### src/hdl/u16u8_pkg.sv
// Shared types, constants and the code point encoder for the UTF-16 to UTF-8 block.
package u16u8_pkg;

   localparam logic [15:0] HIGH_SURR_LO = 16'hD800;
   localparam logic [15:0] HIGH_SURR_HI = 16'hDBFF;
   localparam logic [15:0] LOW_SURR_LO  = 16'hDC00;
   localparam logic [15:0] LOW_SURR_HI  = 16'hDFFF;
   localparam logic [20:0] SUPP_BASE    = 21'h10000;
   localparam logic [7:0]  CONT_MARK    = 8'h80;

   // Lead byte marks indexed by byte count.
   localparam logic [6:0][7:0] LEAD_MARK = {8'hFC, 8'hF8, 8'hF0, 8'hE0, 8'hC0, 8'h00, 8'h00};

   // One code point (or one error result) worth of output bytes, lead byte in slot 0.
   typedef struct packed {
      logic            vld;
      logic            err;
      logic [2:0]      cnt;
      logic [3:0][7:0] bytes;
   } seg_type;

   // Everything one input item produces: an optional flushed surrogate, then the unit.
   typedef struct packed {
      seg_type a;
      seg_type b;
   } job_type;

   function automatic seg_type encode_cp(input logic [20:0] cp);
      seg_type s;
      s.vld   = 1'b1;
      s.err   = 1'b0;
      s.bytes = '0;
      if (cp < 21'h80) begin
         s.cnt      = 3'd1;
         s.bytes[0] = {1'b0, cp[6:0]} | LEAD_MARK[1];
      end else if (cp < 21'h800) begin
         s.cnt      = 3'd2;
         s.bytes[0] = {3'b000, cp[10:6]} | LEAD_MARK[2];
         s.bytes[1] = {2'b00, cp[5:0]} | CONT_MARK;
      end else if (cp < SUPP_BASE) begin
         s.cnt      = 3'd3;
         s.bytes[0] = {4'b0000, cp[15:12]} | LEAD_MARK[3];
         s.bytes[1] = {2'b00, cp[11:6]} | CONT_MARK;
         s.bytes[2] = {2'b00, cp[5:0]} | CONT_MARK;
      end else begin
         s.cnt      = 3'd4;
         s.bytes[0] = {5'b00000, cp[20:18]} | LEAD_MARK[4];
         s.bytes[1] = {2'b00, cp[17:12]} | CONT_MARK;
         s.bytes[2] = {2'b00, cp[11:6]} | CONT_MARK;
         s.bytes[3] = {2'b00, cp[5:0]} | CONT_MARK;
      end
      return s;
   endfunction

endpackage

### src/hdl/u16u8_front.sv
// Front end: classifies each code unit, pairs surrogates and builds one job per item.
module u16u8_front (
   input  logic              clock,
   input  logic              reset,
   input  logic              in_accept,
   input  logic [15:0]       code_unit,
   input  logic              end_of_input,
   output logic              job_push,
   output u16u8_pkg::job_type job
);
   import u16u8_pkg::*;

   logic       held_valid_ff, held_valid_in;
   logic [9:0] held_hi_ff, held_hi_in;
   logic       is_high, is_low;
   seg_type    plain_seg, pair_seg, flush_seg;
   logic [20:0] pair_cp;

   assign is_high = (code_unit >= HIGH_SURR_LO) && (code_unit <= HIGH_SURR_HI);
   assign is_low  = (code_unit >= LOW_SURR_LO) && (code_unit <= LOW_SURR_HI);

   assign pair_cp   = {1'b0, held_hi_ff, code_unit[9:0]} + SUPP_BASE;
   assign pair_seg  = encode_cp(pair_cp);
   assign flush_seg = encode_cp({5'b00000, HIGH_SURR_LO[15:10], held_hi_ff});

   // Unit handled with nothing held: hold, flag an error, or encode.
   always_comb begin
      plain_seg = encode_cp({5'b00000, code_unit});
      if (is_high) begin
         plain_seg.vld   = end_of_input;
         plain_seg.err   = 1'b1;
         plain_seg.cnt   = 3'd1;
         plain_seg.bytes = '0;
      end
   end

   always_comb begin
      job.a = plain_seg;
      job.b = '0;
      if (held_valid_ff) begin
         if (is_low) begin
            job.a = pair_seg;
         end else begin
            job.a = flush_seg;
            job.b = plain_seg;
         end
      end
   end

   assign job_push = in_accept && (job.a.vld || job.b.vld);

   // Hold a high surrogate unless it ends the input.
   assign held_valid_in = in_accept ? (is_high && !end_of_input) : held_valid_ff;
   assign held_hi_in    = in_accept ? code_unit[9:0] : held_hi_ff;

   always_ff @(posedge clock) begin
      if (reset) begin
         held_valid_ff <= 1'b0;
         held_hi_ff    <= '0;
      end else begin
         held_valid_ff <= held_valid_in;
         held_hi_ff    <= held_hi_in;
      end
   end

   a_last_clears_hold: assert property (@(posedge clock) disable iff (reset)
      (in_accept && end_of_input) |=> !held_valid_ff)
      else $error("hold survives the last unit");

   a_held_gives_job: assert property (@(posedge clock) disable iff (reset)
      (in_accept && held_valid_ff) |-> job_push)
      else $error("held surrogate dropped");

   a_silent_item_holds: assert property (@(posedge clock) disable iff (reset)
      (in_accept && !job_push) |=> held_valid_ff)
      else $error("item produced nothing and left nothing held");

endmodule

### src/hdl/u16u8_queue.sv
// Short job queue between front and back, in flip-flops.
module u16u8_queue #(
   parameter int DEPTH = 4
) (
   input  logic              clock,
   input  logic              reset,
   input  logic              push,
   input  u16u8_pkg::job_type push_job,
   output logic              full,
   input  logic              pop,
   output logic              head_valid,
   output u16u8_pkg::job_type head_job
);
   import u16u8_pkg::*;

   localparam int PTR_W = (DEPTH > 1) ? $clog2(DEPTH) : 1;
   localparam int CNT_W = $clog2(DEPTH + 1);
   localparam logic [PTR_W-1:0] LAST_PTR = PTR_W'(DEPTH - 1);
   localparam logic [CNT_W-1:0] FULL_CNT = CNT_W'(DEPTH);

   job_type          mem_ff [DEPTH];
   logic [PTR_W-1:0] wr_ptr_ff, wr_ptr_in, rd_ptr_ff, rd_ptr_in;
   logic [CNT_W-1:0] count_ff, count_in;
   logic             do_push, do_pop;

   assign full       = (count_ff == FULL_CNT);
   assign head_valid = (count_ff != '0);
   assign head_job   = mem_ff[rd_ptr_ff];

   assign do_push = push && !full;
   assign do_pop  = pop && head_valid;

   assign wr_ptr_in = !do_push ? wr_ptr_ff : (wr_ptr_ff == LAST_PTR) ? '0 : wr_ptr_ff + 1'b1;
   assign rd_ptr_in = !do_pop ? rd_ptr_ff : (rd_ptr_ff == LAST_PTR) ? '0 : rd_ptr_ff + 1'b1;

   always_comb begin
      count_in = count_ff;
      if (do_push && !do_pop) begin
         count_in = count_ff + 1'b1;
      end else if (do_pop && !do_push) begin
         count_in = count_ff - 1'b1;
      end
   end

   always_ff @(posedge clock) begin
      if (reset) begin
         wr_ptr_ff <= '0;
         rd_ptr_ff <= '0;
         count_ff  <= '0;
      end else begin
         wr_ptr_ff <= wr_ptr_in;
         rd_ptr_ff <= rd_ptr_in;
         count_ff  <= count_in;
      end
      if (do_push) begin
         mem_ff[wr_ptr_ff] <= push_job;
      end
   end

   a_count_bound: assert property (@(posedge clock) disable iff (reset)
      count_ff <= FULL_CNT)
      else $error("queue count overflow");

   a_ptr_match: assert property (@(posedge clock) disable iff (reset)
      (count_ff == '0 || count_ff == FULL_CNT) |-> (wr_ptr_ff == rd_ptr_ff))
      else $error("queue pointers out of step");

   a_push_grows: assert property (@(posedge clock) disable iff (reset)
      (do_push && !do_pop) |=> (count_ff == $past(count_ff) + 1'b1))
      else $error("push lost");

endmodule

### src/hdl/u16u8_back.sv
// Back end: walks each job one byte a cycle into the result register while rsp_pop takes each byte.
module u16u8_back (
   input  logic              clock,
   input  logic              reset,
   input  logic              head_valid,
   input  u16u8_pkg::job_type head_job,
   output logic              head_pop,
   output logic              rsp_empty,
   input  logic              rsp_pop,
   output logic [7:0]        rsp_out_byte,
   output logic              rsp_run_last,
   output logic              rsp_error
);
   import u16u8_pkg::*;

   logic       seg_sel_ff, seg_sel_in;
   logic [1:0] idx_ff, idx_in;
   logic       out_vld_ff, out_vld_in;
   logic [7:0] out_byte_ff;
   logic       out_last_ff, out_err_ff;
   logic       cur_sel, seg_end, job_end, load, advance;
   seg_type    cur;

   // Skip an empty first segment.
   assign cur_sel = seg_sel_ff || !head_job.a.vld;
   assign cur     = cur_sel ? head_job.b : head_job.a;
   assign seg_end = ({1'b0, idx_ff} == (cur.cnt - 3'd1));
   assign job_end = seg_end && (cur_sel || !head_job.b.vld);

   assign load     = !out_vld_ff || rsp_pop;
   assign advance  = head_valid && load;
   assign head_pop = advance && job_end;

   always_comb begin
      seg_sel_in = seg_sel_ff;
      idx_in     = idx_ff;
      if (advance) begin
         if (job_end) begin
            seg_sel_in = 1'b0;
            idx_in     = '0;
         end else if (seg_end) begin
            seg_sel_in = 1'b1;
            idx_in     = '0;
         end else begin
            idx_in = idx_ff + 1'b1;
         end
      end
   end

   assign out_vld_in = load ? head_valid : out_vld_ff;

   always_ff @(posedge clock) begin
      if (reset) begin
         seg_sel_ff <= 1'b0;
         idx_ff     <= '0;
         out_vld_ff <= 1'b0;
      end else begin
         seg_sel_ff <= seg_sel_in;
         idx_ff     <= idx_in;
         out_vld_ff <= out_vld_in;
      end
      if (advance) begin
         out_byte_ff <= cur.bytes[idx_ff];
         out_last_ff <= job_end;
         out_err_ff  <= cur.err;
      end
   end

   assign rsp_empty    = !out_vld_ff;
   assign rsp_out_byte = out_byte_ff;
   assign rsp_run_last = out_last_ff;
   assign rsp_error    = out_err_ff;

endmodule

### src/hdl/utf16_to_utf8_encoder.sv
// Top level of the UTF-16 to UTF-8 transcoder: front end, job queue and byte walker.
//
// Input channel: present one UTF-16 code unit on req_code_unit with req_end_of_input
// set on the last unit of a buffer, and raise req_push; the item is taken at a clock
// edge where req_full is low. Result channel: while rsp_empty is low, rsp_out_byte,
// rsp_run_last and rsp_error show the oldest waiting result; raise rsp_pop to take it.
// Each unit gives 0 to 6 results, lead byte first; rsp_run_last marks the final result
// of an item, and an unpaired high surrogate on the last unit gives one result with
// rsp_error set and a zero byte. A high surrogate that is not last gives no result
// until the next unit arrives.
// Order: an item's job is registered in the job queue and then its first byte in the
// result register. Throughput: the result register emits one byte per cycle while
// rsp_pop takes each byte, each item giving 0 to 6 bytes; the front takes one item
// per cycle until the job queue of QUEUE_DEPTH entries fills.
// Reset clears the held surrogate, the queue and the result register; no clearing pass.
// When the receiver stalls, the result register holds its byte, the back end waits,
// the queue fills, and req_full rises.
module utf16_to_utf8_encoder #(
   parameter int QUEUE_DEPTH = 4
) (
   input  logic        clock,
   input  logic        reset,
   input  logic        req_push,
   output logic        req_full,
   input  logic [15:0] req_code_unit,
   input  logic        req_end_of_input,
   output logic        rsp_empty,
   input  logic        rsp_pop,
   output logic [7:0]  rsp_out_byte,
   output logic        rsp_run_last,
   output logic        rsp_error
);
   import u16u8_pkg::*;

   logic    in_accept;
   logic    job_push;
   job_type job;
   logic    head_valid, head_pop;
   job_type head_job;

   // Take an item whenever the queue has room.
   assign in_accept = req_push && !req_full;

   u16u8_front u_front (
      .clock        (clock),
      .reset        (reset),
      .in_accept    (in_accept),
      .code_unit    (req_code_unit),
      .end_of_input (req_end_of_input),
      .job_push     (job_push),
      .job          (job)
   );

   u16u8_queue #(
      .DEPTH (QUEUE_DEPTH)
   ) u_queue (
      .clock      (clock),
      .reset      (reset),
      .push       (job_push),
      .push_job   (job),
      .full       (req_full),
      .pop        (head_pop),
      .head_valid (head_valid),
      .head_job   (head_job)
   );

   // Drain jobs one byte per cycle into the result register while rsp_pop takes each byte.
   u16u8_back u_back (
      .clock        (clock),
      .reset        (reset),
      .head_valid   (head_valid),
      .head_job     (head_job),
      .head_pop     (head_pop),
      .rsp_empty    (rsp_empty),
      .rsp_pop      (rsp_pop),
      .rsp_out_byte (rsp_out_byte),
      .rsp_run_last (rsp_run_last),
      .rsp_error    (rsp_error)
   );

   a_err_is_last: assert property (@(posedge clock) disable iff (reset)
      (!rsp_empty && rsp_error) |-> (rsp_run_last && rsp_out_byte == 8'h00))
      else $error("error result malformed");

   a_reset_empty: assert property (@(posedge clock)
      reset |=> rsp_empty)
      else $error("results visible after reset");

   a_idle_drains: assert property (@(posedge clock) disable iff (reset)
      (!head_valid && rsp_pop && !rsp_empty) |=> rsp_empty)
      else $error("result appeared with no job queued");

endmodule

### config.mk
export PLATFORM = sky130hd
export DESIGN_NAME = utf16_to_utf8_encoder
export DESIGN_NICKNAME = d
export VERILOG_FILES = /design/src/hdl/u16u8_pkg.sv /design/src/hdl/u16u8_front.sv /design/src/hdl/u16u8_queue.sv /design/src/hdl/u16u8_back.sv /design/src/hdl/utf16_to_utf8_encoder.sv
export SDC_FILE = /design/constraint.sdc
export NUM_CORES = 1
export LEC_CHECK = 0
export ABC_AREA = 1
export ABC_CLOCK_PERIOD_IN_PS = 6000
export BUFFER_PORTS_ARGS = -buffer_cell sky130_fd_sc_hd__buf_2
export CAP_MARGIN = 20
export CORE_MARGIN = 2
export CORE_UTILIZATION = 60
export DETAILED_ROUTE_END_ITERATION = 8
export GPL_TIMING_DRIVEN = 0
export PLACE_DENSITY_LB_ADDON = 0.1
export SLEW_MARGIN = 20
export SYNTH_ARGS = -nofsm -noshare
export SYNTH_HDL_FRONTEND = slang
export SYNTH_SLANG_ARGS = --single-unit
### constraint.sdc
create_clock -name clock -period 6 [get_ports clock]
set_clock_uncertainty 0.2 [all_clocks]
set_input_delay 0.9 -clock clock [delete_from_list [all_inputs] [get_ports clock]]
set_output_delay 0.9 -clock clock [all_outputs]
set_load 0.02 [all_outputs]
Word-level counts from Yosys, hierarchy flattened

Memories as Yosys holds them, arrays and structs flattened. A register that Yosys moved wholly into a read port is not among the register bits.
Index checks and enable logic that the tools add are counted.

Bits in registers: 32
RAM bits: 296
Bits of input ports: 21
Output and inout bits: 12
Memories: 1

Memory list:

| memory         | depth | width | read ports | clocked after Yosys merged registers in | wr ports | RTL line          | source |
|---|---|---|---|---|---|---|---|
| u_queue.mem_ff | 4     | 74    | 1          | 1                                       | 1        | u16u8_queue.sv:21 | `job_type mem_ff [DEPTH];` |

$add $sub $neg: 7
Magnitude comparators: 10
Equal/unequal tests: 4
Muxes and demuxes: 34
Reductions and logical operators: 27

Operator list:

| operator               | count |
|---|---|
| $mux 37                | 2 |
| $mux 74                | 1 |
| $mux 16                | 3 |
| $mux 8                 | 5 |
| $mux 36                | 1 |
| $mux 35                | 1 |
| $ge 16x16->1 const B   | 2 |
| $le 16x16->1 const B   | 2 |
| $mux 24                | 1 |
| $mux 22                | 1 |
| $add 20x17->21 const B | 1 |
| $lt 21x12->1 const B   | 1 |
| $lt 21x17->1 const B   | 1 |
| $lt 21x8->1 const B    | 1 |
| $mux 3                 | 6 |
| $bmux 8 s2             | 1 |
| $lt 16x12->1 const B   | 1 |
| $lt 16x8->1 const B    | 1 |
| $mux 14                | 1 |
| $logic_and 1x1->1      | 12 |
| $mux 2                 | 6 |
| $logic_not 1->1        | 7 |
| $add 2x1->2 const B    | 3 |
| $sub 3x1->3 const B    | 2 |
| other kinds (10)       | 19 |

Logic depth before layout (Yosys ltp)

Word-level depth: 14
Gate-level depth with buffers: 22
Depth with buffers taken out: 20

Modules after synthesis

From an unflattened synthesis, not the netlist that was laid out.

Cell total of the unflattened synthesis: 1330
Area total of the unflattened synthesis: 14535.2 um^2

Modules (own cells, without submodules):

| module                | instances | cells each | area an instance (um^2) | sequential area each (um^2) |
|---|---|---|---|---|
| u16u8_queue           | 1         | 786        | 11461.0                 | 9068.7 |
| u16u8_front           | 1         | 362        | 1913.1                  | 220.2 |
| u16u8_back            | 1         | 180        | 1151.1                  | 380.4 |
| utf16_to_utf8_encoder | 1         | 2          | 10.0                    | 0.0 |

Worst setup path before layout

Ideal clock, no wire load.

Path type: input -> register
Start point: input req_code_unit[15]
End point: memory u_queue.mem_ff[0][0] in the netlist's numbering, enable pin
Data arrival time: 3.801 ns
Required time: 5.330 ns
Setup slack: 1.529 ns
Stages: 7
Cells stage by stage: nand3_1 > nor2_2 > nand4_2 > nor2_2 > nand2_1 > nand2_2 > nor2_1

RTL lines:

| element     | RTL line                    | source |
|---|---|---|
| from (decl) | utf16_to_utf8_encoder.sv:25 | `input logic [15:0] req_code_unit,` |
| to (decl)   | u16u8_queue.sv:21           |  |

==> metrics.txt <==
vias in the first global route 7984; layout cells sized above 1 0.1384; status completed; GR Layer Usage met1 0.4428; hold buffers post-CTS 0; Hold Crit Depth 2; Hold Vio Cnt, Final 0; Leak 4.750 nW; multiplexer share of the synthesized area 0; routing usage on met3 0.08075; H-tree levels 1; fin crit share 0.6505; Starting Density 0.6133; total wire length 31110 um; MaxCap Viol Count 0; fin. max-slew vios 0; PnR worst setup slack 2.097 ns; synthesized-area fraction occupied by adder cells 0.01043; Reg-to-Reg End u_queue.count_ff[2]; hold slack 0.3364 ns; fin util 0.6987; Mapped Cells 1054; gr usage total 0.3111; DR iter-0 viols 1070; Setup TNS Final 0 ns; Synth top cells by count edfxtp_1, nor2_1, o21ai_0, nand2_1, inv_1; die width 142.5 um; P per Cell Area 472.7 nW/um^2; Reg2Reg Setup Slack 2.10 ns; total CTS buffers 26; Post-Syn Nets 1084; Setup Fix Bufs, Post-CTS 0; Top Ports 33; area of the die 20310 um^2; Rows 50; worst-path maximum fanout 10; Synth async-reset ratio 0; critical path class reg -> reg; global route total overflow 0; area share of the largest cell type after synthesis 0.6104; FF-to-FF path depth 18; unrepaired setup endpoints after global routing false; Placeable Area 18770 um^2; relative slew slack 0.5009; Distinct cells, synth 46; Post-Syn Area 11510 um^2; Fill cells 1314; clk root buf clkbuf_16; Die Ht 142.5 um; top post-synthesis cells by area edfxtp_1, nor2_1, o21ai_0, dfxtp_1, nand2_1; CTS tree yes; DRC viols 0; First-pass DRT Iterations 6; Worst Setup End Kind flop; fmax 256.2 MHz; CP arrival 4.13 ns; Worst-Margin Slew 0.7468 ns; Post-synth EDFFs 234; nets 1153; CTS sink count 258; Final ANT Viol Nets 0; #FFs+latches synth 258; sequential share of the synthesized area 0.6522; Hold Startpoint reset; grt peak-use layer met2; DP Wirelength 21340 um; Startpoint Class flop; worst slack, placed 2.115 ns; Hold Crit Class in -> reg; routed len/inst 22.61 um; syn avg cell area 10.92 um^2; Top FF cell, synth edfxtp_1; Clk Latency, worst-skew pair 0.54 ns; Yosys top cell by area edfxtp_1; compound-gate portion of the synthesized area 0.1430; CTS resizes 0; CTS max path bufs 3; area grow syn2layout 13.92%; via-per-instance ratio 6.229; Worst Hold End u_queue.wr_ptr_ff[0]; Final setup viols 0; initial antenna violation count 0; Port Buffer Count 32; largest family of logic cells by synthesized area compound AO/OA/AOI/OAI gates; synth warn 0; WP data required 6.22 ns; Total Power 6.199 mW; detailed-route via count 8571; CTS clk-pin slew, worst paths 0.06 ns; peak supply drop 372.3 uV; met2 usage in global routing 0.4615; Synth Area in Simple Gates 0.1385; fin crit period 3.903 ns; most common cell in the netlist edfxtp_1; largest net degree at the start of global routing 25; Synth Area in XOR/XNOR 0.002935; first-pass GRT wire length 46540 um; Diodes inserted 0; gpl congestion 0.9814
## kinds of logic (layout without fill, tap and decap cells)
group,count (synthesis),after routing
and+or+nand+nor,360,360
AOI/OAI and AO/OA,286,286
DFF,258,258
buffers and inverters,138,226
adders and majority gates,9,9
xor gates and xnor gates,3,3
## critical path, stage by stage (launching register included)
cell and delay (ns):
dfxtp_1 0.31, inv_2 0.13, buf_2 0.30, clkbuf_1 0.42
o21ai_0 0.17, o221ai_1 0.23, o21ai_0 0.19, ha_1 0.32
xor2_1 0.16, nand2_1 0.13, nor2_4 0.05, nand4_4 0.08
ha_1 0.16, inv_1 0.07, fa_1 0.43, a21oi_1 0.14
o21ai_0 0.11, o21ai_0 0.16, a21oi_1 0.05
## sequential cells by signal, summed over array words and instances, names as in the netlist, named ones only
name	flops
u_back.idx_ff	2
u_back.out_vld_ff	1
u_back.rsp_error	1
u_back.rsp_out_byte	8
u_back.rsp_run_last	1
u_back.seg_sel_ff	1
u_front.held_hi_ff	10
u_front.held_valid_ff	1
u_queue.count_ff	3
u_queue.mem_ff	224
u_queue.rd_ptr_ff	2
u_queue.wr_ptr_ff	2
## how the worst max path moves through the flow
stage,start,end,slack [ns],cells after the start
floorplan,req_code_unit[15],u_queue.mem_ff[0][0],1.53,7
global placement,req_code_unit[15],u_queue.mem_ff[3][1],-0.79,8
detailed placement,flop,u_queue.count_ff[2],2.12,18
CTS,flop,u_queue.count_ff[1],2.09,16
global route,flop,u_queue.count_ff[1],1.75,16
finish,flop,u_queue.count_ff[2],2.10,18
## layout by cell type (no fill, tap or decap), types with 6 or more instances in the layout
cell | synthesis | routed
inv_2 | 6 | 6
buf_2 | 24 | 56
a21oi_1 | 42 | 42
clkbuf_1 | 22 | 25
clkinv_1 | 2 | 7
inv_1 | 73 | 73
ha_1 | 8 | 8
o21ai_0 | 131 | 131
o21ai_1 | 18 | 18
o211ai_1 | 30 | 30
o22ai_1 | 37 | 37
nor2_2 | 7 | 7
nand2_2 | 7 | 7
o221ai_1 | 15 | 15
nor2_4 | 5 | 9
edfxtp_1 | 234 | 234
nand2_1 | 102 | 102
nand3_1 | 42 | 42
dfxtp_1 | 24 | 24
buf_6 | 6 | 6
o21a_1 | 6 | 6
clkbuf_16 | 0 | 27
nor2_1 | 177 | 173
## cell type report
type                       count  area (um^2)  area share
buffer                        56        296.5     0.02261
clock buffer                  30        686.9     0.05238
clock inverter                17        214.0     0.01632
inverter                      82        312.8     0.02385
multi-input combinational    658         3433      0.2618
sequential                   258         7507      0.5725
tap                          234        292.8     0.02233
timing repair buffer          41        370.4     0.02824
## routing by layer
metal  vias up  part of all wire
met5         -                 0
met4         0             0.038
met3        88              0.12
met2       490              0.44
met1      4087              0.41
li1       3906                 -
## report_power, final
part / leakage (nW) / internal [mW] / total [mW] / switching (mW)
clock: 0.439 / 1.03 / 1.70 / 0.667
combinational: 1.99 / 0.639 / 2.14 / 1.50
sequential: 2.32 / 2.29 / 2.36 / 0.0761
total: 4.75 / 3.96 / 6.20 / 2.24
## per-stage QoR
stage	std cells	area, um^2
after floorplan	1054	11510
after global placement	1320	11960
after detailed placement	1329	12200
after CTS	1376	13110
after global routing	1376	13110
final	1376	13110
Power figures use the tool's default switching activity.
